[src/batched_matrix_multiply_macros.svh]
// assertion macros for the batched matrix multiply rtl
// expects signals named clock and reset in the including module
`ifndef BATCHED_MATRIX_MULTIPLY_MACROS_SVH
`define BATCHED_MATRIX_MULTIPLY_MACROS_SVH

// antecedent implies consequent in the same cycle
`define BMM_ASSERT_IMP(name, pre, post) \
   name: assert property (@(posedge clock) disable iff (reset) (pre) |-> (post)) \
      else $error("bmm assertion failed");

// antecedent implies consequent in the next cycle
`define BMM_ASSERT_NEXT(name, pre, post) \
   name: assert property (@(posedge clock) disable iff (reset) (pre) |=> (post)) \
      else $error("bmm assertion failed");

`endif

[src/bmm_pkg.sv]
// shared constants and types for the batched matrix multiply
// no dependencies
`default_nettype none

package bmm_pkg;

   localparam int MAX_ROWS_DEFAULT   = 8;
   localparam int MAX_INNER_DEFAULT  = 8;
   localparam int MAX_COLS_DEFAULT   = 8;
   localparam int VALUE_BITS_DEFAULT = 16;

   localparam int ELEMENT_BITS  = 16;
   localparam int PRODUCT_BITS  = 35;
   localparam int INDEX_BITS    = 3;
   localparam int COUNT_BITS    = 4;
   localparam int RESULT_LIMIT  = 64;
   localparam int RESULT_BITS   = 6;

   localparam int CSR_ADDR_BITS = 4;
   localparam int CSR_DATA_BITS = 32;
   localparam int CSR_INDEX_BITS = 2;

   localparam logic [CSR_INDEX_BITS-1:0] REG_ROW_COUNT   = 2'd0;
   localparam logic [CSR_INDEX_BITS-1:0] REG_INNER_COUNT = 2'd1;
   localparam logic [CSR_INDEX_BITS-1:0] REG_COL_COUNT   = 2'd2;

   localparam logic OP_LOAD_LEFT  = 1'b0;
   localparam logic OP_LOAD_RIGHT = 1'b1;

   typedef enum logic [3:0] {
      ST_IDLE  = 4'b0001,
      ST_ISSUE = 4'b0010,
      ST_DRAIN = 4'b0100,
      ST_HOLD  = 4'b1000
   } state_type;

endpackage

`default_nettype wire

[src/batched_matrix_multiply.sv]
// batched matrix multiply: element loading, memory-based mac sequencer, result register
// depends on bmm_pkg and batched_matrix_multiply_macros.svh
//
//   channel  direction  handshake               payload
//   req      in         req_valid / req_stall   operation, element_value
//   rsp      out        rsp_valid / rsp_stall   product_value, out_row, out_col, last_element
//   csr      in         apb write/read          row_count, inner_count, col_count
//
// a loading transaction that completes both matrices starts the run
// each result element goes through the single mac and memory read port
// req_stall is high for the whole run; a stalled result holds the sequencer
// synchronous reset sets the counts to one and clears fills and control; store contents are not cleared
`default_nettype none

`include "batched_matrix_multiply_macros.svh"

module batched_matrix_multiply #(
   parameter int MAX_ROWS   = bmm_pkg::MAX_ROWS_DEFAULT,
   parameter int MAX_INNER  = bmm_pkg::MAX_INNER_DEFAULT,
   parameter int MAX_COLS   = bmm_pkg::MAX_COLS_DEFAULT,
   parameter int VALUE_BITS = bmm_pkg::VALUE_BITS_DEFAULT
) (
   input  wire logic                                     clock,
   input  wire logic                                     reset,
   input  wire logic                                     req_valid,
   output logic                                          req_stall,
   input  wire logic                                     req_operation,
   input  wire logic signed [bmm_pkg::ELEMENT_BITS-1:0]  req_element_value,
   output logic                                          rsp_valid,
   input  wire logic                                     rsp_stall,
   output logic signed [bmm_pkg::PRODUCT_BITS-1:0]       rsp_product_value,
   output logic [bmm_pkg::INDEX_BITS-1:0]                rsp_out_row,
   output logic [bmm_pkg::INDEX_BITS-1:0]                rsp_out_col,
   output logic                                          rsp_last_element,
   input  wire logic                                     csr_psel,
   input  wire logic                                     csr_penable,
   input  wire logic                                     csr_pwrite,
   input  wire logic [bmm_pkg::CSR_ADDR_BITS-1:0]        csr_paddr,
   input  wire logic [bmm_pkg::CSR_DATA_BITS-1:0]        csr_pwdata,
   output logic [bmm_pkg::CSR_DATA_BITS-1:0]             csr_prdata,
   output logic                                          csr_pready
);

   localparam int LeftDepth  = MAX_ROWS * MAX_INNER;
   localparam int RightDepth = MAX_INNER * MAX_COLS;
   localparam int LeftAddrW  = (LeftDepth > 1) ? $clog2(LeftDepth) : 1;
   localparam int RightAddrW = (RightDepth > 1) ? $clog2(RightDepth) : 1;
   localparam int LeftFillW  = $clog2(LeftDepth + 1);
   localparam int RightFillW = $clog2(RightDepth + 1);
   localparam int RowCntW    = $clog2(MAX_ROWS + 1);
   localparam int InnerCntW  = $clog2(MAX_INNER + 1);
   localparam int ColCntW    = $clog2(MAX_COLS + 1);
   localparam int RowIdxW    = (MAX_ROWS > 1) ? $clog2(MAX_ROWS) : 1;
   localparam int InnerIdxW  = (MAX_INNER > 1) ? $clog2(MAX_INNER) : 1;
   localparam int ColIdxW    = (MAX_COLS > 1) ? $clog2(MAX_COLS) : 1;
   localparam int ProdW      = 2 * VALUE_BITS;
   localparam int AccW       = bmm_pkg::PRODUCT_BITS;
   localparam int CntBits    = bmm_pkg::COUNT_BITS;
   localparam int IdxBits    = bmm_pkg::INDEX_BITS;
   localparam int ResW       = bmm_pkg::RESULT_BITS;
   localparam int CmpW       = 8;

   // configuration registers
   logic [CntBits-1:0] row_count_ff, inner_count_ff, col_count_ff;
   logic               csr_write;
   logic [bmm_pkg::CSR_INDEX_BITS-1:0] csr_index;

   assign csr_pready = 1'b1;
   assign csr_write  = csr_psel && csr_penable && csr_pwrite && csr_pready;
   assign csr_index  = csr_paddr[bmm_pkg::CSR_ADDR_BITS-1:2];

   always_ff @(posedge clock) begin
      if (reset) begin
         row_count_ff   <= CntBits'(1);
         inner_count_ff <= CntBits'(1);
         col_count_ff   <= CntBits'(1);
      end else if (csr_write) begin
         unique case (csr_index)
            bmm_pkg::REG_ROW_COUNT:   row_count_ff   <= csr_pwdata[CntBits-1:0];
            bmm_pkg::REG_INNER_COUNT: inner_count_ff <= csr_pwdata[CntBits-1:0];
            bmm_pkg::REG_COL_COUNT:   col_count_ff   <= csr_pwdata[CntBits-1:0];
            default: ;
         endcase
      end
   end

   always_comb begin
      unique case (csr_index)
         bmm_pkg::REG_ROW_COUNT:   csr_prdata = bmm_pkg::CSR_DATA_BITS'(row_count_ff);
         bmm_pkg::REG_INNER_COUNT: csr_prdata = bmm_pkg::CSR_DATA_BITS'(inner_count_ff);
         bmm_pkg::REG_COL_COUNT:   csr_prdata = bmm_pkg::CSR_DATA_BITS'(col_count_ff);
         default:                  csr_prdata = '0;
      endcase
   end

   // effective dimensions: zero acts as one, too large acts as the maximum
   logic [RowCntW-1:0]   rows_eff;
   logic [InnerCntW-1:0] inner_eff;
   logic [ColCntW-1:0]   cols_eff;

   always_comb begin
      if (row_count_ff == '0)
         rows_eff = RowCntW'(1);
      else if (CmpW'(row_count_ff) > CmpW'(MAX_ROWS))
         rows_eff = RowCntW'(MAX_ROWS);
      else
         rows_eff = RowCntW'(row_count_ff);
      if (inner_count_ff == '0)
         inner_eff = InnerCntW'(1);
      else if (CmpW'(inner_count_ff) > CmpW'(MAX_INNER))
         inner_eff = InnerCntW'(MAX_INNER);
      else
         inner_eff = InnerCntW'(inner_count_ff);
      if (col_count_ff == '0)
         cols_eff = ColCntW'(1);
      else if (CmpW'(col_count_ff) > CmpW'(MAX_COLS))
         cols_eff = ColCntW'(MAX_COLS);
      else
         cols_eff = ColCntW'(col_count_ff);
   end

   logic [LeftFillW-1:0]  left_need;
   logic [RightFillW-1:0] right_need;

   assign left_need  = LeftFillW'(rows_eff) * LeftFillW'(inner_eff);
   assign right_need = RightFillW'(inner_eff) * RightFillW'(cols_eff);

   // sequencer state
   bmm_pkg::state_type state_ff, state_in;
   logic [LeftFillW-1:0]  left_fill_ff, left_fill_in;
   logic [RightFillW-1:0] right_fill_ff, right_fill_in;
   logic [RowIdxW-1:0]    r_ff, r_in;
   logic [ColIdxW-1:0]    c_ff, c_in;
   logic [InnerIdxW-1:0]  m_ff, m_in;
   logic [LeftAddrW-1:0]  left_base_ff, left_base_in;
   logic [RightAddrW-1:0] right_ptr_ff, right_ptr_in;
   logic [ResW-1:0]       res_cnt_ff, res_cnt_in;

   logic req_take, rsp_take;
   logic left_wr, right_wr, batch_done;
   logic signed [VALUE_BITS-1:0] elem;
   logic [31:0] elem_wide;
   logic m_last, r_last, c_last, elem_final;
   logic rd_en;

   assign req_stall = (state_ff != bmm_pkg::ST_IDLE);
   assign req_take  = req_valid && !req_stall;
   assign rsp_take  = rsp_valid && !rsp_stall;

   assign elem_wide = 32'(unsigned'(req_element_value));
   assign elem      = elem_wide[VALUE_BITS-1:0];

   assign left_wr  = req_take && (req_operation == bmm_pkg::OP_LOAD_LEFT)
                     && (left_fill_ff < left_need);
   assign right_wr = req_take && (req_operation == bmm_pkg::OP_LOAD_RIGHT)
                     && (right_fill_ff < right_need);

   assign batch_done = ((left_fill_ff + LeftFillW'(left_wr)) >= left_need)
                       && ((right_fill_ff + RightFillW'(right_wr)) >= right_need);

   assign m_last = (InnerCntW'(m_ff) == inner_eff - InnerCntW'(1));
   assign r_last = (RowCntW'(r_ff) == rows_eff - RowCntW'(1));
   assign c_last = (ColCntW'(c_ff) == cols_eff - ColCntW'(1));
   assign elem_final = (r_last && c_last) || (res_cnt_ff == ResW'(bmm_pkg::RESULT_LIMIT - 1));
   assign rd_en = (state_ff == bmm_pkg::ST_ISSUE);

   // accumulate pipeline tags
   logic p1_vld_ff, p1_last_ff, p2_vld_ff, p2_last_ff;
   logic signed [VALUE_BITS-1:0] left_q_ff, right_q_ff;
   logic signed [ProdW-1:0]      prod_ff;
   logic signed [AccW-1:0]       acc_ff, acc_sum;

   assign acc_sum = acc_ff + AccW'(prod_ff);

   always_comb begin
      state_in      = state_ff;
      left_fill_in  = left_fill_ff;
      right_fill_in = right_fill_ff;
      r_in          = r_ff;
      c_in          = c_ff;
      m_in          = m_ff;
      left_base_in  = left_base_ff;
      right_ptr_in  = right_ptr_ff;
      res_cnt_in    = res_cnt_ff;
      unique case (state_ff)
         bmm_pkg::ST_IDLE: begin
            if (req_take) begin
               if (batch_done) begin
                  left_fill_in  = '0;
                  right_fill_in = '0;
                  r_in          = '0;
                  c_in          = '0;
                  m_in          = '0;
                  left_base_in  = '0;
                  right_ptr_in  = '0;
                  res_cnt_in    = '0;
                  state_in      = bmm_pkg::ST_ISSUE;
               end else begin
                  left_fill_in  = left_fill_ff + LeftFillW'(left_wr);
                  right_fill_in = right_fill_ff + RightFillW'(right_wr);
               end
            end
         end
         bmm_pkg::ST_ISSUE: begin
            if (m_last) begin
               state_in = bmm_pkg::ST_DRAIN;
            end else begin
               m_in         = m_ff + InnerIdxW'(1);
               right_ptr_in = right_ptr_ff + RightAddrW'(cols_eff);
            end
         end
         bmm_pkg::ST_DRAIN: begin
            if (p2_vld_ff && p2_last_ff)
               state_in = bmm_pkg::ST_HOLD;
         end
         bmm_pkg::ST_HOLD: begin
            if (rsp_take) begin
               if (elem_final) begin
                  state_in = bmm_pkg::ST_IDLE;
               end else begin
                  m_in       = '0;
                  res_cnt_in = res_cnt_ff + ResW'(1);
                  if (c_last) begin
                     c_in         = '0;
                     r_in         = r_ff + RowIdxW'(1);
                     left_base_in = left_base_ff + LeftAddrW'(inner_eff);
                     right_ptr_in = '0;
                  end else begin
                     c_in         = c_ff + ColIdxW'(1);
                     right_ptr_in = RightAddrW'(c_ff) + RightAddrW'(1);
                  end
                  state_in = bmm_pkg::ST_ISSUE;
               end
            end
         end
         default: state_in = bmm_pkg::ST_IDLE;
      endcase
   end

   always_ff @(posedge clock) begin
      if (reset) begin
         state_ff      <= bmm_pkg::ST_IDLE;
         left_fill_ff  <= '0;
         right_fill_ff <= '0;
         r_ff          <= '0;
         c_ff          <= '0;
         m_ff          <= '0;
         left_base_ff  <= '0;
         right_ptr_ff  <= '0;
         res_cnt_ff    <= '0;
      end else begin
         state_ff      <= state_in;
         left_fill_ff  <= left_fill_in;
         right_fill_ff <= right_fill_in;
         r_ff          <= r_in;
         c_ff          <= c_in;
         m_ff          <= m_in;
         left_base_ff  <= left_base_in;
         right_ptr_ff  <= right_ptr_in;
         res_cnt_ff    <= res_cnt_in;
      end
   end

   // element stores, written only while idle, read only while issuing
   logic signed [VALUE_BITS-1:0] left_mem [LeftDepth];
   logic signed [VALUE_BITS-1:0] right_mem [RightDepth];
   logic [LeftAddrW-1:0]  left_rd_addr;
   logic [RightAddrW-1:0] right_rd_addr;

   assign left_rd_addr  = left_base_ff + LeftAddrW'(m_ff);
   assign right_rd_addr = right_ptr_ff;

   always_ff @(posedge clock) begin
      if (left_wr)
         left_mem[left_fill_ff[LeftAddrW-1:0]] <= elem;
      if (rd_en)
         left_q_ff <= left_mem[left_rd_addr];
   end

   always_ff @(posedge clock) begin
      if (right_wr)
         right_mem[right_fill_ff[RightAddrW-1:0]] <= elem;
      if (rd_en)
         right_q_ff <= right_mem[right_rd_addr];
   end

   // multiply then accumulate
   always_ff @(posedge clock) begin
      if (reset) begin
         p1_vld_ff  <= 1'b0;
         p1_last_ff <= 1'b0;
         p2_vld_ff  <= 1'b0;
         p2_last_ff <= 1'b0;
         acc_ff     <= '0;
      end else begin
         p1_vld_ff  <= rd_en;
         p1_last_ff <= rd_en && m_last;
         p2_vld_ff  <= p1_vld_ff;
         p2_last_ff <= p1_last_ff;
         if (p2_vld_ff) begin
            if (p2_last_ff)
               acc_ff <= '0;
            else
               acc_ff <= acc_sum;
         end
      end
   end

   always_ff @(posedge clock) begin
      if (p1_vld_ff)
         prod_ff <= left_q_ff * right_q_ff;
   end

   // result register
   logic rsp_valid_ff;
   logic signed [AccW-1:0] rsp_value_ff;
   logic [IdxBits-1:0] rsp_row_ff, rsp_col_ff;
   logic rsp_last_ff;

   always_ff @(posedge clock) begin
      if (reset) begin
         rsp_valid_ff <= 1'b0;
      end else if (p2_vld_ff && p2_last_ff) begin
         rsp_valid_ff <= 1'b1;
      end else if (rsp_take) begin
         rsp_valid_ff <= 1'b0;
      end
   end

   always_ff @(posedge clock) begin
      if (p2_vld_ff && p2_last_ff) begin
         rsp_value_ff <= acc_sum;
         rsp_row_ff   <= IdxBits'(r_ff);
         rsp_col_ff   <= IdxBits'(c_ff);
         rsp_last_ff  <= r_last && c_last;
      end
   end

   assign rsp_valid         = rsp_valid_ff;
   assign rsp_product_value = rsp_value_ff;
   assign rsp_out_row       = rsp_row_ff;
   assign rsp_out_col       = rsp_col_ff;
   assign rsp_last_element  = rsp_last_ff;

   `BMM_ASSERT_IMP(a_rsp_only_in_hold, rsp_valid_ff, state_ff == bmm_pkg::ST_HOLD)
   `BMM_ASSERT_IMP(a_finish_only_in_drain, p2_vld_ff && p2_last_ff,
                   state_ff == bmm_pkg::ST_DRAIN)
   `BMM_ASSERT_IMP(a_issue_in_range, state_ff == bmm_pkg::ST_ISSUE,
                   (InnerCntW'(m_ff) < inner_eff) && (RowCntW'(r_ff) < rows_eff)
                   && (ColCntW'(c_ff) < cols_eff))
   `BMM_ASSERT_IMP(a_fill_bounded, 1'b1,
                   (left_fill_ff <= LeftFillW'(LeftDepth))
                   && (right_fill_ff <= RightFillW'(RightDepth)))
   `BMM_ASSERT_NEXT(a_issue_ends_in_drain, state_ff == bmm_pkg::ST_ISSUE && m_last,
                    state_ff == bmm_pkg::ST_DRAIN && p1_vld_ff && p1_last_ff)

endmodule

`default_nettype wire

[config.mk]
export PLATFORM = sky130hd
export DESIGN_NAME = batched_matrix_multiply
export DESIGN_NICKNAME = d
export VERILOG_FILES = /design/src/bmm_pkg.sv /design/src/batched_matrix_multiply.sv
export VERILOG_INCLUDE_DIRS = /design/src /design/src/src
export SDC_FILE = /design/constraint.sdc
export NUM_CORES = 2
export LEC_CHECK = 0
export BUFFER_PORTS_ARGS = -buffer_cell sky130_fd_sc_hd__buf_2
export CORE_UTILIZATION = 45
export CTS_CLUSTER_DIAMETER = 30
export DETAILED_ROUTE_END_ITERATION = 6
export REMOVE_ABC_BUFFERS = 1
export SYNTH_ARGS = -nofsm -noshare
export SYNTH_HDL_FRONTEND = slang
export SYNTH_SLANG_ARGS = --single-unit
[constraint.sdc]
create_clock -name clock -period 7.16 [get_ports clock]
set_clock_uncertainty 0.1 [all_clocks]
set_input_delay 0.716 -clock clock [delete_from_list [all_inputs] [get_ports clock]]
set_output_delay 0.716 -clock clock [all_outputs]
set_load 0.02 [all_outputs]
==> impl_metrics.env <==
export IMPL_dp_cells=8179
export IMPL_clkTransAtPathRegs_ns=0.05
export IMPL_ant_nets=0
export IMPL_rows=171
export IMPL_worstPathArrival_ns=7.50
export IMPL_synth_seq_area_share_pct=67.2
export IMPL_critPathRequiredTime_ns=7.86
export IMPL_pwr_share_comb_pct=11.0
export IMPL_stdcell_count=8989
export IMPL_drt_iter0_markers=4993
export IMPL_ir_worst_vdd_uv=210
export IMPL_initial_core_util_pct=45.5
export IMPL_clkLatencyLatePin_ns=0.98
export IMPL_dpl_hpwl_mm=146
export IMPL_gp_congestion=0.848
export IMPL_ys_types=79
export IMPL_reg2reg_depth=27
export IMPL_cts_buffers=435
export IMPL_min_period_ns=6.80
export IMPL_clockPowerShare_pct=51.3
export IMPL_nNetsFinal=6288
export IMPL_drive_above_1_share_pct=28.5
export IMPL_holdWs_ns=0.0776
export IMPL_hold_class="in -> reg"
export IMPL_drc_errors=0
export IMPL_clockBufferDepth=4
export IMPL_htreeDepth=5
export IMPL_fill_cells=16600
export IMPL_slowest_stage="or4_4"
export IMPL_portBuffers=77
export IMPL_setup_tns_ns=0
export IMPL_hold_violations=0
export IMPL_maxSlewHeadroom_pct=11.8
export IMPL_finalSetupViolations=0
export IMPL_finalCritPeriodShare_pct=95.0
export IMPL_gr_total_overflow=0
export IMPL_regArea_um2=66600
export IMPL_multi_input_area_um2=30500
export IMPL_yosysWarnings=0
export IMPL_viasPerCell=5.74
export IMPL_cp_depth=27
export IMPL_routed_wl_mm=243
export IMPL_start_kind="register"
export IMPL_clockRootBuffer="clkbuf_16"
export IMPL_path_buf_inv=3
export IMPL_layout_common_cells="edfxtp_1 (2154), mux4_2 (672), clkbuf_16 (441)"
export IMPL_grt_max_degree=108
export IMPL_drtPass1Iterations=6
export IMPL_grt_antenna_before_repair=16
export IMPL_ys_ff_latch=2251
export IMPL_syn_to_final_growth_pct=20.0
export IMPL_netlist_area_um2=99100
export IMPL_synthArstFlopShare_pct=0
export IMPL_synthCells=5259
export IMPL_wl_per_cell_um=27.0
export IMPL_avgSynthCellArea_um2=18.8
export IMPL_final_common_cell="edfxtp_1"
export IMPL_fmax_ghz=0.147
export IMPL_switching_power_uw=9180
export IMPL_switching_share_pct=23.5
export IMPL_crit_type="reg -> reg"
export IMPL_p_int_uw=29900
export IMPL_slew_violations=0
export IMPL_place_ws_ns=0.140
export IMPL_cts_sinks=2251
export IMPL_core_area_um2=218000
export IMPL_drv_cap=0
export IMPL_grtUsageTotal_pct=22.1
export IMPL_hold_depth=1
export IMPL_power_total_uw=39100
export IMPL_crit_path_max_incr_delay_ns=0.62
export IMPL_grt_pass1_vias=53700
export IMPL_io_pins=137
export IMPL_layout_setup_ws_ns=0.360
export IMPL_critPathMaxFanout=15
export IMPL_run_status="finished clean"
export IMPL_cp_top_family="adder cells"
export IMPL_fp_dieH_um=471
export IMPL_power_frac_seq_pct=37.7
export IMPL_fp_dieW_um=471
export IMPL_power_leakage_uw=0.0403
export IMPL_crit_top_cell="fa_1"
export IMPL_worst_pin_slew_ns=1.31
export IMPL_cp_end_kind="register"
export IMPL_tritoncts="built"
export IMPL_ys_flop_type="edfxtp_1"
export IMPL_grt_pass1_wl_mm=358
export IMPL_vias=51600
export IMPL_synth_edf_count=2154
export IMPL_die_area_um2=222000
export IMPL_power_density_nw_per_um2=329
[what timing repair did]
item | CTS | global route
hold buffers | 7 | 0
setup buffers | 0 | 9
resized for setup | 0 | 16
hold endpoints to repair | 25 | 0
setup endpoints to repair | 0 | 40
[worst paths after layout]
path,from,to,slack [ns]
hold / removal,req_element_value[15],right_mem[42][15],0.08
hold reg to reg,p1_last_ff,p2_last_ff,0.31
setup / recovery,col_count_ff[3],right_ptr_ff[2],0.36
setup reg to reg,col_count_ff[3],right_ptr_ff[2],0.36
[kinds of logic after synthesis]
group,after synthesis,synth area share [%]
simple gates,838,4.05
fa+ha+maj,451,7.77
compound gates,331,2.22
buf+inv,591,2.37
other cells,2,0.00758
xor+xnor,107,0.945
mux,688,15.4
flops,2251,67.2
[state kept, by name, indices dropped and copies added (netlist names), 3 cells and up]
signal and cells:
acc_ff 35, c_ff 3, col_count_ff 4, inner_count_ff 4
left_base_ff 6, left_fill_ff 7, left_mem 1024, left_q_ff 16
m_ff 3, prod_ff 32, r_ff 3, res_cnt_ff 6
right_fill_ff 7, right_mem 1024, right_ptr_ff 6, right_q_ff 16
row_count_ff 4, rsp_out_col 3, rsp_out_row 3, rsp_product_value 35
state_ff 4
[per-layer routing]
layer,vias up,part of all wire [%],wire length [um],global-route usage [%]
li1,21800,-,-,-
met1,27400,44,106000,31.8
met2,2000,47,114000,34.4
met3,424,7.1,17300,4.14
met4,4,2.3,5680,6.38
met5,-,0.010,25,0
[layout make-up]
| type | instances | area share, % |
|---|---|---|
| timing repair buffer | 311 | 1.96 |
| antenna | 6 | 0.0126 |
| inverter | 335 | 1.06 |
| clock buffer | 491 | 9.46 |
| tap | 2854 | 3.00 |
| sequential | 2251 | 56.0 |
| multi-input combinational | 2444 | 25.7 |
| clock inverter | 297 | 2.81 |
[Yosys cell counts, types with 16 or more instances]
master	count	share of area, %
a21o_1	31	0.23
a21oi_1	126	0.64
and2_1	120	0.76
buf_1	45	0.17
buf_4	30	0.23
clkbuf_1	172	0.65
dfxtp_1	97	2.0
edfxtp_1	2154	65
fa_1	274	5.5
ha_1	176	2.2
inv_1	332	1.3
mux2i_1	16	0.16
mux4_2	672	15
nand2_1	222	0.84
nand2b_1	35	0.22
nand3_1	41	0.21
nor2_1	250	0.95
nor2b_1	52	0.33
nor3_1	52	0.26
o21ai_0	42	0.21
xnor2_1	78	0.69
xor2_1	29	0.26
[worst reg2reg max path: stages (launching register included)]
cell      delay, ns
dfxtp_1        0.34
nand2b_1       0.25
inv_1          0.17
nand2_1        0.10
fa_1           0.53
inv_1          0.05
fa_1           0.49
fa_1           0.43
a21o_1         0.18
a21oi_1        0.17
xnor2_1        0.18
and2_1         0.24
or3_1          0.35
o21ai_1        0.13
o211a_1        0.16
ha_1           0.17
ha_2           0.23
nand3_1        0.10
xnor2_1        0.19
ha_1           0.33
nand2_1        0.07
o221ai_2       0.24
a31oi_2        0.18
or4_4          0.62
o21ai_2        0.15
buf_6          0.20
nor3_1         0.07
nor3_1         0.21
[stage by stage]
step	area (um^2)	util, %
2_1_floorplan	98100	-
3_3_place_gp	104000	47.7
3_5_place_dp	104000	47.7
4_1_cts	119000	54.5
5_1_grt	119000	54.5
6_report	119000	54.5
[power by group through the flow]
stage | combinational, uW | clock, uW | sequential [uW]
after floorplan | 3200 | 0 | 15200
after global placement | 4260 | 0 | 15000
after detailed placement | 4320 | 0 | 15000
after CTS | 4340 | 20300 | 14700
after global routing | 4690 | 20900 | 14700
final | 4310 | 20000 | 14700
Power figures use the tool's default switching activity.
